## src/rtl/rdi_pkg.sv

```systemverilog
// ----------------------------------------------------------------------------
// rdi_pkg: shared types and constants of the radical inverse unit
// Fixed word field widths and the command/status bundles exchanged between
// the controller and the datapath.
// ----------------------------------------------------------------------------
package rdi_pkg;

	// Fixed field widths of the request and response words
	localparam int INDEX_W = 32;
	localparam int BASE_W  = 8;
	localparam int VALUE_W = 24;

	// Commands from the controller to the datapath
	typedef struct packed {
		logic load;       // capture a new request word
		logic dig_clr;    // clear the digit remainder before a digit pass
		logic dig_step;   // one restoring step of index / base
		logic accum;      // fold the digit into numerator and denominator
		logic frac_step;  // one restoring step of the fraction division
		logic out_load;   // move the result into the output register
	} rdi_cmd_t;

	// Status from the datapath to the controller
	typedef struct packed {
		logic idx_zero;   // remaining index is zero, no digits left
		logic bad;        // captured base is below two
	} rdi_stat_t;

endpackage

```

## src/rtl/rdi_req_if.sv

```systemverilog
// ----------------------------------------------------------------------------
// rdi_req_if: request channel of the radical inverse unit
// Carries index and base with a valid/ready handshake.
// ----------------------------------------------------------------------------
interface rdi_req_if
	import rdi_pkg::*;
();
	logic               valid;
	logic               ready;
	logic [INDEX_W-1:0] index;
	logic [BASE_W-1:0]  base;

	modport source (output valid, output index, output base, input ready);
	modport sink   (input valid, input index, input base, output ready);
endinterface

```

## src/rtl/rdi_rsp_if.sv

```systemverilog
// ----------------------------------------------------------------------------
// rdi_rsp_if: response channel of the radical inverse unit
// Carries the fixed-point value and the bad base flag with valid/ready.
// ----------------------------------------------------------------------------
interface rdi_rsp_if
	import rdi_pkg::*;
();
	logic               valid;
	logic               ready;
	logic [VALUE_W-1:0] value;
	logic               bad_base;

	modport source (output valid, output value, output bad_base, input ready);
	modport sink   (input valid, input value, input bad_base, output ready);
endinterface

```

## src/rtl/rdi_datapath.sv

```systemverilog
// ----------------------------------------------------------------------------
// rdi_datapath: arithmetic of the radical inverse unit
// Bit-serial index / base division for digit extraction, a multiply-add that
// builds the reversed numerator and the power denominator, a bit-serial
// restoring fraction division and the output register.
// ----------------------------------------------------------------------------
module rdi_datapath
	import rdi_pkg::*;
#(
	parameter int FRAC_BITS  = 24,
	parameter int INDEX_BITS = 32
) (
	input  logic               clk,
	input  rdi_cmd_t           cmd,
	output rdi_stat_t          stat,
	input  logic [INDEX_W-1:0] req_index,
	input  logic [BASE_W-1:0]  req_base,
	output logic [VALUE_W-1:0] value,
	output logic               bad_base
);

	// Numerator and denominator stay below 2^INDEX_BITS * 2^BASE_W
	localparam int DW = INDEX_BITS + BASE_W;

	logic [INDEX_BITS-1:0] idx_q;
	logic [BASE_W-1:0]     base_q;
	logic                  bad_q;
	logic [BASE_W-1:0]     dig_q;
	logic [DW-1:0]         num_q;
	logic [DW-1:0]         den_q;
	logic [FRAC_BITS-1:0]  quo_q;
	logic [VALUE_W-1:0]    value_q;
	logic                  bad_out_q;

	logic [BASE_W:0]   dig_trial;
	logic              dig_ge;
	logic [DW+BASE_W-1:0] num_prod;
	logic [DW+BASE_W-1:0] den_prod;
	logic [DW:0]       frac_trial;
	logic              frac_ge;

	// Trial subtract of the base from the shifted digit remainder
	always_comb begin
		dig_trial = {dig_q, idx_q[INDEX_BITS-1]};
		dig_ge    = dig_trial >= {1'b0, base_q};
	end

	// Multiply-add for the reversed numerator and the power of the base
	always_comb begin
		num_prod = (DW+BASE_W)'(num_q) * (DW+BASE_W)'(base_q)
			+ (DW+BASE_W)'(dig_q);
		den_prod = (DW+BASE_W)'(den_q) * (DW+BASE_W)'(base_q);
	end

	// Trial subtract of the denominator from the doubled fraction remainder
	always_comb begin
		frac_trial = {num_q, 1'b0};
		frac_ge    = frac_trial >= {1'b0, den_q};
	end

	// Advance the working registers as commanded
	always_ff @(posedge clk) begin
		if (cmd.load) begin
			idx_q  <= req_index[INDEX_BITS-1:0];
			base_q <= req_base;
			bad_q  <= (req_base < BASE_W'(2));
			num_q  <= '0;
			den_q  <= DW'(1);
			quo_q  <= '0;
		end else if (cmd.dig_clr) begin
			dig_q <= '0;
		end else if (cmd.dig_step) begin
			dig_q <= dig_ge ? BASE_W'(dig_trial - {1'b0, base_q}) : dig_trial[BASE_W-1:0];
			idx_q <= {idx_q[INDEX_BITS-2:0], dig_ge};
		end else if (cmd.accum) begin
			num_q <= num_prod[DW-1:0];
			den_q <= den_prod[DW-1:0];
		end else if (cmd.frac_step) begin
			num_q <= frac_ge ? DW'(frac_trial - {1'b0, den_q}) : frac_trial[DW-1:0];
			quo_q <= {quo_q[FRAC_BITS-2:0], frac_ge};
		end
	end

	// Hold the finished word in the output register
	always_ff @(posedge clk) begin
		if (cmd.out_load) begin
			value_q   <= VALUE_W'(quo_q);
			bad_out_q <= bad_q;
		end
	end

	assign stat.idx_zero = (idx_q == '0);
	assign stat.bad      = bad_q;
	assign value         = value_q;
	assign bad_base      = bad_out_q;

endmodule

```

## src/rtl/rdi_ctrl.sv

```systemverilog
// ----------------------------------------------------------------------------
// rdi_ctrl: sequencer of the radical inverse unit
// Steps the datapath through digit passes, the fraction division and the
// output hand-off, and owns the request and response handshakes.
// ----------------------------------------------------------------------------
module rdi_ctrl
	import rdi_pkg::*;
#(
	parameter int FRAC_BITS  = 24,
	parameter int INDEX_BITS = 32
) (
	input  logic      clk,
	input  logic      arst_n,
	input  logic      req_valid,
	output logic      req_ready,
	output logic      rsp_valid,
	input  logic      rsp_ready,
	output rdi_cmd_t  cmd,
	input  rdi_stat_t stat
);

	localparam int MAX_STEPS = (INDEX_BITS > FRAC_BITS) ? INDEX_BITS : FRAC_BITS;
	localparam int CNT_W     = $clog2(MAX_STEPS);

	typedef enum logic [5:0] {
		ST_IDLE  = 6'b000001,
		ST_CHECK = 6'b000010,
		ST_DIGIT = 6'b000100,
		ST_ACCUM = 6'b001000,
		ST_FRAC  = 6'b010000,
		ST_DONE  = 6'b100000
	} state_t;

	state_t           state_q;
	state_t           state_d;
	logic [CNT_W-1:0] cnt_q;
	logic [CNT_W-1:0] cnt_d;
	logic             rsp_valid_q;
	logic             out_free;

	assign out_free = !rsp_valid_q || rsp_ready;

	// Decode the next state, the step count and the datapath commands
	always_comb begin
		state_d = state_q;
		cnt_d   = cnt_q;
		cmd     = '0;
		unique case (state_q)
			ST_IDLE: begin
				if (req_valid) begin
					cmd.load = 1'b1;
					state_d  = ST_CHECK;
				end
			end
			ST_CHECK: begin
				cnt_d = '0;
				if (stat.bad) begin
					state_d = ST_DONE;
				end else if (stat.idx_zero) begin
					state_d = ST_FRAC;
				end else begin
					cmd.dig_clr = 1'b1;
					state_d     = ST_DIGIT;
				end
			end
			ST_DIGIT: begin
				cmd.dig_step = 1'b1;
				if (cnt_q == CNT_W'(INDEX_BITS - 1)) begin
					state_d = ST_ACCUM;
				end else begin
					cnt_d = cnt_q + CNT_W'(1);
				end
			end
			ST_ACCUM: begin
				cmd.accum = 1'b1;
				state_d   = ST_CHECK;
			end
			ST_FRAC: begin
				cmd.frac_step = 1'b1;
				if (cnt_q == CNT_W'(FRAC_BITS - 1)) begin
					state_d = ST_DONE;
				end else begin
					cnt_d = cnt_q + CNT_W'(1);
				end
			end
			ST_DONE: begin
				if (out_free) begin
					cmd.out_load = 1'b1;
					state_d      = ST_IDLE;
				end
			end
			default: begin
				state_d = ST_IDLE;
			end
		endcase
	end

	// Advance state and step counter
	always_ff @(posedge clk or negedge arst_n) begin
		if (!arst_n) begin
			state_q <= ST_IDLE;
			cnt_q   <= '0;
		end else begin
			state_q <= state_d;
			cnt_q   <= cnt_d;
		end
	end

	// Hold the response valid until the word is taken
	always_ff @(posedge clk or negedge arst_n) begin
		if (!arst_n) begin
			rsp_valid_q <= 1'b0;
		end else if (cmd.out_load) begin
			rsp_valid_q <= 1'b1;
		end else if (rsp_ready) begin
			rsp_valid_q <= 1'b0;
		end
	end

	assign req_ready = (state_q == ST_IDLE);
	assign rsp_valid = rsp_valid_q;

endmodule

```

## src/rtl/radical_inverse_unit.sv

```systemverilog
// Radical inverse unit: returns floor(N * 2^FRAC_BITS / base^k) for each request word,
// where N is the low INDEX_BITS bits of index with its k base-b digits mirrored,
// truncated to the 24-bit value field; index zero gives zero, and a base below
// two gives zero with bad_base set. One word is worked at a time. A word with
// k digits runs k digit passes and then the fraction division; index zero
// skips the digit passes and a bad base skips both. Each digit is split off
// by a one-bit-per-cycle division of the index by the base, and the final
// fraction is one bit per cycle from a restoring divider. The output
// register lets the next word be accepted while a response waits.
// ----------------------------------------------------------------------------
// radical_inverse_unit: Halton radical inverse, top level
// Joins the sequencer and the datapath to the request and response channels.
// ----------------------------------------------------------------------------
module radical_inverse_unit
	import rdi_pkg::*;
#(
	parameter int FRAC_BITS  = 24,
	parameter int INDEX_BITS = 32
) (
	input  logic         clk,
	input  logic         arst_n,
	rdi_req_if.sink      req,
	rdi_rsp_if.source    rsp
);

	rdi_cmd_t  cmd;
	rdi_stat_t stat;

	// Sequence the work of one word
	rdi_ctrl #(
		.FRAC_BITS  (FRAC_BITS),
		.INDEX_BITS (INDEX_BITS)
	) u_ctrl (
		.clk       (clk),
		.arst_n    (arst_n),
		.req_valid (req.valid),
		.req_ready (req.ready),
		.rsp_valid (rsp.valid),
		.rsp_ready (rsp.ready),
		.cmd       (cmd),
		.stat      (stat)
	);

	// Digit extraction, accumulation and fraction division
	rdi_datapath #(
		.FRAC_BITS  (FRAC_BITS),
		.INDEX_BITS (INDEX_BITS)
	) u_dp (
		.clk       (clk),
		.cmd       (cmd),
		.stat      (stat),
		.req_index (req.index),
		.req_base  (req.base),
		.value     (rsp.value),
		.bad_base  (rsp.bad_base)
	);

`ifndef ASSERT_OFF
	// A bad base word always carries a zero value
	a_bad_zero: assert property (@(posedge clk) disable iff (!arst_n)
		rsp.valid && rsp.bad_base |-> rsp.value == '0)
		else $error("bad base response with nonzero value");

	// One word at a time: busy right after an accept
	a_busy_after_accept: assert property (@(posedge clk) disable iff (!arst_n)
		req.valid && req.ready |=> !req.ready)
		else $error("request accepted while a word is in work");

	// The output register is loaded only when free
	a_load_when_free: assert property (@(posedge clk) disable iff (!arst_n)
		cmd.out_load |-> !rsp.valid || rsp.ready)
		else $error("response overwritten before it was taken");
`endif

endmodule
```

## src/flat_wrapper.sv

```systemverilog
// flat-port wrapper written by rule: the top's interface ports become plain ports
module radical_inverse_unit_flat import rdi_pkg::*;
#(
	parameter int FRAC_BITS  = 24,
	parameter int INDEX_BITS = 32
)
  (clk, arst_n, req_valid, req_index, req_base, req_ready, rsp_valid, rsp_value, rsp_bad_base, rsp_ready);
  rdi_req_if req_i ();
  rdi_rsp_if rsp_i ();
  input  logic clk;
  input  logic arst_n;
  input wire logic [$bits(req_i.valid)-1:0] req_valid;
  input wire logic [$bits(req_i.index)-1:0] req_index;
  input wire logic [$bits(req_i.base)-1:0] req_base;
  output wire logic [$bits(req_i.ready)-1:0] req_ready;
  output wire logic [$bits(rsp_i.valid)-1:0] rsp_valid;
  output wire logic [$bits(rsp_i.value)-1:0] rsp_value;
  output wire logic [$bits(rsp_i.bad_base)-1:0] rsp_bad_base;
  input wire logic [$bits(rsp_i.ready)-1:0] rsp_ready;
  assign req_i.valid = req_valid;
  assign req_i.index = req_index;
  assign req_i.base = req_base;
  assign req_ready = req_i.ready;
  assign rsp_valid = rsp_i.valid;
  assign rsp_value = rsp_i.value;
  assign rsp_bad_base = rsp_i.bad_base;
  assign rsp_i.ready = rsp_ready;
  radical_inverse_unit #(.FRAC_BITS(FRAC_BITS), .INDEX_BITS(INDEX_BITS)) u_core (.clk(clk), .arst_n(arst_n), .req(req_i), .rsp(rsp_i));
endmodule
```

## config.mk

```make
export PLATFORM = sky130hd
export DESIGN_NAME = radical_inverse_unit_flat
export DESIGN_NICKNAME = d
export VERILOG_FILES = /design/src/rtl/rdi_pkg.sv /design/src/rtl/rdi_req_if.sv /design/src/rtl/rdi_rsp_if.sv /design/src/rtl/rdi_datapath.sv /design/src/rtl/rdi_ctrl.sv /design/src/rtl/radical_inverse_unit.sv /design/src/flat_wrapper.sv
export SDC_FILE = /design/constraint.sdc
export NUM_CORES = 2
export LEC_CHECK = 0
export BUFFER_PORTS_ARGS = -buffer_cell sky130_fd_sc_hd__buf_2
export CAP_MARGIN = 5
export CORE_UTILIZATION = 59
export DETAILED_ROUTE_END_ITERATION = 8
export PLACE_DENSITY = 0.76
export SLEW_MARGIN = 20
export SYNTH_ARGS = -nofsm -noshare
export SYNTH_HDL_FRONTEND = slang
export SYNTH_SLANG_ARGS = --single-unit
export TNS_END_PERCENT = 20
```

## constraint.sdc

```tcl
create_clock -name clk -period 6.15 [get_ports clk]
set_clock_uncertainty 0.2 [all_clocks]
set_input_delay 0.615 -clock clk [delete_from_list [all_inputs] [get_ports clk]]
set_output_delay 0.615 -clock clk [all_outputs]
set_load 0.01 [all_outputs]
```

Yosys cells after proc, flatten, opt, wreduce, memory -nomap -nowiden
Index checks and enable logic that the tools add are counted.
W data, S select, Z words.

storage, ports and cells
  bits of input ports = 44
  register bits after elaboration = 190
  logic and storage cells = 85

operators by class
  reduce and logical (&&, ||, !) cells = 15
  multiplexer cells = 30
  bitwise operators = 4
  $lt $le $gt $ge = 3
  equal/unequal tests = 15
  multipliers = 2
  add/subtract/negate cells = 4

operator list
  cell                  number
  $mux W40              3
  $mux W32              3
  $mul A40 B8 Y40       2
  $ge A41 B40 Y1        1
  $add A40 B8 Y40       1
  $sub A40 B40 Y40      1
  $pmux W6 S6           1
  $logic_not A32 Y1     1
  $mux W6               5
  $mux W8               2
  $mux W5               3
  $pmux W5 S3           1
  $mux W1               12
  $ne A2 B2 Y1 const B  6
  $eq A5 B5 Y1 const B  2
  $ge A9 B8 Y1          1
  $reduce_and A3 Y1     3
  $lt A8 B2 Y1 const B  1
  $reduce_and A4 Y1     2
  $reduce_bool A2 Y1    4
  $sub A8 B8 Y8         1
  $eq A6 B1 Y1 const B  1
  $eq A6 B2 Y1 const B  1
  $eq A6 B3 Y1 const B  1
  10 further kinds      14

Logic depth before layout (Yosys ltp)
  depth after elaboration = 6
  depth in mapped cells = 25

Hierarchy
From an unflattened synthesis, not the netlist that was laid out.

unflattened totals
  cells, all modules = 3234
  area, all modules = 28003.1 µm²

modules (own cells, without submodules)
  module        cells an instance  times used  area each (µm²)
  rdi_datapath  3152               1           27241.1
  rdi_ctrl      82                 1           762.0

Least setup slack after synthesis
No wires, ideal clock.

  path kind = reg-to-reg
  from = reg u_core.u_dp.base_q[3]
  to = reg u_core.u_dp.den_q[38]
  path slack = 182 ps
  data required time = 5825 ps
  data arrival time = 5643 ps
  path buffers = 3
  cell stages (with the launch flop) = 24
  cells stage by stage = edfxtp_1 -> clkbuf_1 -> inv_1 -> clkbuf_1 -> buf_1 -> nor2_1 -> fa_1 -> fa_1 -> fa_1 -> inv_1 -> fa_1 -> inv_1 -> ha_1 -> a21o_1 -> a211o_1 -> o21a_1 -> o21a_1 -> a311o_1 -> a221oi_4 -> nand2_2 -> a41oi_2 -> nor2_1 -> a221oi_2 -> o22ai_1

between the ends
  word-level cells in the longest chain between the ends = 1

RTL lines
  what                      RTL line            text
  start: declaration        rdi_datapath.sv:26  logic [BASE_W-1:0] base_q;
  start signal: assignment  rdi_datapath.sv:65  base_q <= req_base;
  $mul A40 B8 Y40           rdi_datapath.sv:52  den_prod = (DW+BASE_W)'(den_q) * (DW+BASE_W)'(base_q);
  end signal: assignment    rdi_datapath.sv:77  den_q <= den_prod[DW-1:0];
  end: declaration          rdi_datapath.sv:30  logic [DW-1:0] den_q;

No other way between the ends.
A chain may end at the register's enable or synchronous reset.

Worst setup path after layout
Ends and elaborated chain as after synthesis.

==> qor.yml <==
status:
  outcome: "complete, no violations"
synthesis:
  syn_nets: 3898
  synth_edf_count: 74
  yosys_warnings: 0
  async_reset_ff_share_pct: 6.32
  yosysTopAreaCell: "fa_1"
  yosys_most_used_dff: "dfxtp_1"
  syn_area_mm2: 0.0277
  post_synth_num_cell_types: 80
  postSynthCellCount: 3259
  synth.area.top_cells: "fa_1 30%, ha_1 8.1%, edfxtp_1 8.0%"
  synth.most_common_cell: "inv_1"
  ys_seq_area_share_pct: 16.6
  synth_seq_cells: 190
  yosysTopAreaCellShare_pct: 30.2
  synthTopCellsByCount: "535 x inv_1, 417 x fa_1, 413 x nand2_1, 305 x nor2_1, 233 x and2_1"
  synth.avg_cell_area_um2: 8.49
die:
  fp-row-count: 78
  start_util_pct: 60.4
  io_pins: 71
  die_area_mm2: 0.0478
  dieWidth_um: 219
  core_area_mm2: 0.0458
  fp.dieH_um: 219
setup_path:
  path_buf_inv: 3
  cp_slowest_cell: "fa_1"
  cpPeakStageDelay_ns: 0.51
  crit_required_ns: 6.32
  crit_family: "adder cells"
  critical_path_class: "register to register"
  cp_cell_sequence: "clkinvlp_4 -> nor2_1 -> fa_1 -> fa_1 -> fa_1 -> inv_1 -> fa_1 -> inv_1 -> ha_1 -> a21o_1 -> a211o_1 -> o21a_1 -> o21a_1 -> a311o_1 -> a221oi_4 -> nand2_2 -> a41oi_2 -> nor2_1 -> a221oi_2 -> o22ai_1"
  setup.worst_path.end_class: "register"
  worstPathArrival_ns: 6.17
  critPathMaxFanout: 9
  crit_path_start_kind: "register"
  cpMostUsedCell: "fa_1"
timing:
  slew_headroom_pct: 27.9
  finalSetupViolCount: 0
  tightestPinTransition_ns: 1.08
  finalCritPeriodShare_pct: 97.7
  tns_ns: 0
  fmax_ghz: 0.166
  finalMaxSlewViolations: 0
  final.min_clock_period_ns: 6.01
  rsz0062_at_grt: "true"
  hold_viol: 0
grt:
  grt_pass1_vias: 24453
  grt_usage_pct: 33.7
  grt.overflow.total: 0
  grt_max_degree: 56
  grt_pass1_wl_mm: 125
  antenna_found_initial: 0
flow_run:
  drv_cap: 0
detailed_routing:
  wirelength_mm: 77.2
  wl_per_cell_um: 19.7
  drtPass1Iterations: 5
  ant_nets: 0
  via_per_inst: 5.91
  vias: 23141
  drt_iter0_drc: 1604
  drc: 0
layout:
  multi_input_area_mm2: 0.0206
  seq_area_mm2: 0.00461
  final_layout_size_suffix_gt1_share_pct: 6.79
  area_delta_synth_final_pct: 7.52
  final.fill_count: 3843
  fin_nets: 3939
  design_area_mm2: 0.0297
  n_antenna_cell: 0
clock_network:
  cts_num_sinks: 190
  clockBufferDepth: 2
  cts_buffers: 17
  cts-root-buf: "clkbuf_16"
  clk_pin_slew_ns: 0.08
  clock_latency_ns: 0.50
  clock_tree.htree_level_count: 4
  cts_tree: "done"
placed_design:
  dp_hpwl_mm: 60.3
  portBuffers: 70
  place_area_mm2: 0.0290
  place.gp.congestion: 0.973
power:
  p_leak_nw: 14.4
  power_per_cell_area_mw_per_mm2: 132
  peakVddDrop_uv: 356
min_path:
  hold_class: "primary input to register"
layout by cell type (no fill, tap or decap), types with 17 or more instances in the layout:
cell and count:
fa_1 417, o22ai_1 20, clkbuf_16 17, o21ai_0 88
o21a_1 20, nand4_1 23, a211oi_1 17, o211ai_1 17
dfxtp_1 104, nor2_1 305, edfxtp_1 74, nand3_1 23
buf_4 79, buf_2 70, nand2b_1 18, ha_1 176
xnor2_1 81, o21ai_1 19, nand2_1 412, xor2_1 46
inv_1 532, mux2i_1 28, a21oi_1 165, and2_1 233
nor2b_1 20, a21o_1 66
power breakdown:
group / leakage (nW) / internal (W) / total, W / switching, W
logic: 12.4 / 0.000329 / 0.00115 / 0.000818
clock network: 0.303 / 0.000595 / 0.00121 / 0.000616
registers: 1.69 / 0.00150 / 0.00158 / 0.0000819
total: 14.4 / 0.00242 / 0.00394 / 0.00152
final timing paths:
| kind | startpoint | endpoint | slack (ns) | cells past startpoint |
|---|---|---|---|---|
| setup reg to reg | u_core.u_dp.base_q[3] | u_core.u_dp.den_q[38] | 0.14 | 20 |
| hold / removal | req_valid | u_core.u_ctrl.state_q[0] | 0.1 | 2 |
| min in group asynchronous | arst_n | u_core.u_ctrl.state_q[1] | 0.37 | 2 |
| max in group asynchronous | arst_n | u_core.u_ctrl.state_q[0] | 5.10 | 2 |
| setup / recovery | u_core.u_dp.base_q[3] | u_core.u_dp.den_q[38] | 0.14 | 20 |
| hold reg to reg | u_core.u_dp.quo_q[23] | u_core.u_dp.value[23] | 0.24 | 0 |
cells by family after synthesis:
kind of cell | after synthesis | synth area share, %
multiplexers | 30 | 1.09
flip-flops | 190 | 16.6
AND/OR/NAND/NOR | 1118 | 18.8
AO/OA/AOI/OAI | 520 | 11.9
buffers and inverters | 679 | 9.25
adder cells (fa/ha/maj) | 595 | 38.2
XOR/XNOR | 127 | 4.02
routing by layer:
layer  wire (um)  global-route usage (%)
met5           0                       0
met4        3750                    17.1
met3        5100                    4.59
met2       38100                    58.4
met1       30300                    41.0
metrics by stage:
step	utilization [%]	std cells	power, W	hold WS (ns)	worst slack [ns]
after floorplan	-	3259	0.00224	0.119	0.182
after global routing	65.0	3913	0.00409	0.103	-0.0567
final	65.0	3913	0.00394	0.0980	0.143
after global placement	63.3	3875	0.00268	0.216	0.0884
after CTS	64.8	3911	0.00392	0.0881	0.0653
after detailed placement	63.3	3875	0.00272	0.226	0.00296
layout make-up:
type / instances / share of cell area [%]
clock buffers: 17 / 1.43
clock inverters: 15 / 0.694
inverters: 542 / 6.87
multi-input cells: 2390 / 69.2
flip-flops and latches: 190 / 15.5
well taps: 600 / 2.52
repair buffers: 159 / 3.78
flip-flops by register name, summed over array words and instances, names as in the netlist:
signal	cells
u_core.u_dp.den_q	40
u_core.u_dp.num_q	40
u_core.u_dp.idx_q	32
u_core.u_dp.quo_q	24
u_core.u_dp.value	24
u_core.u_dp.base_q	8
u_core.u_dp.dig_q	8
u_core.u_ctrl.state_q	6
u_core.u_ctrl.cnt_q	5
u_core.u_ctrl.rsp_valid	1
u_core.u_dp.bad_base	1
u_core.u_dp.bad_q	1
repair_timing:
| action | CTS | global route |
|---|---|---|
| endpoints found under the hold margin | 11 | 0 |
| pin swaps | 0 | 4 |
| endpoints found under the setup margin | 5 | 18 |
| hold buffers | 1 | 0 |
| resized for setup | 0 | 17 |
| buffers inserted | 3 | 2 |
Note: power is estimated with default switching activity, not from simulation.
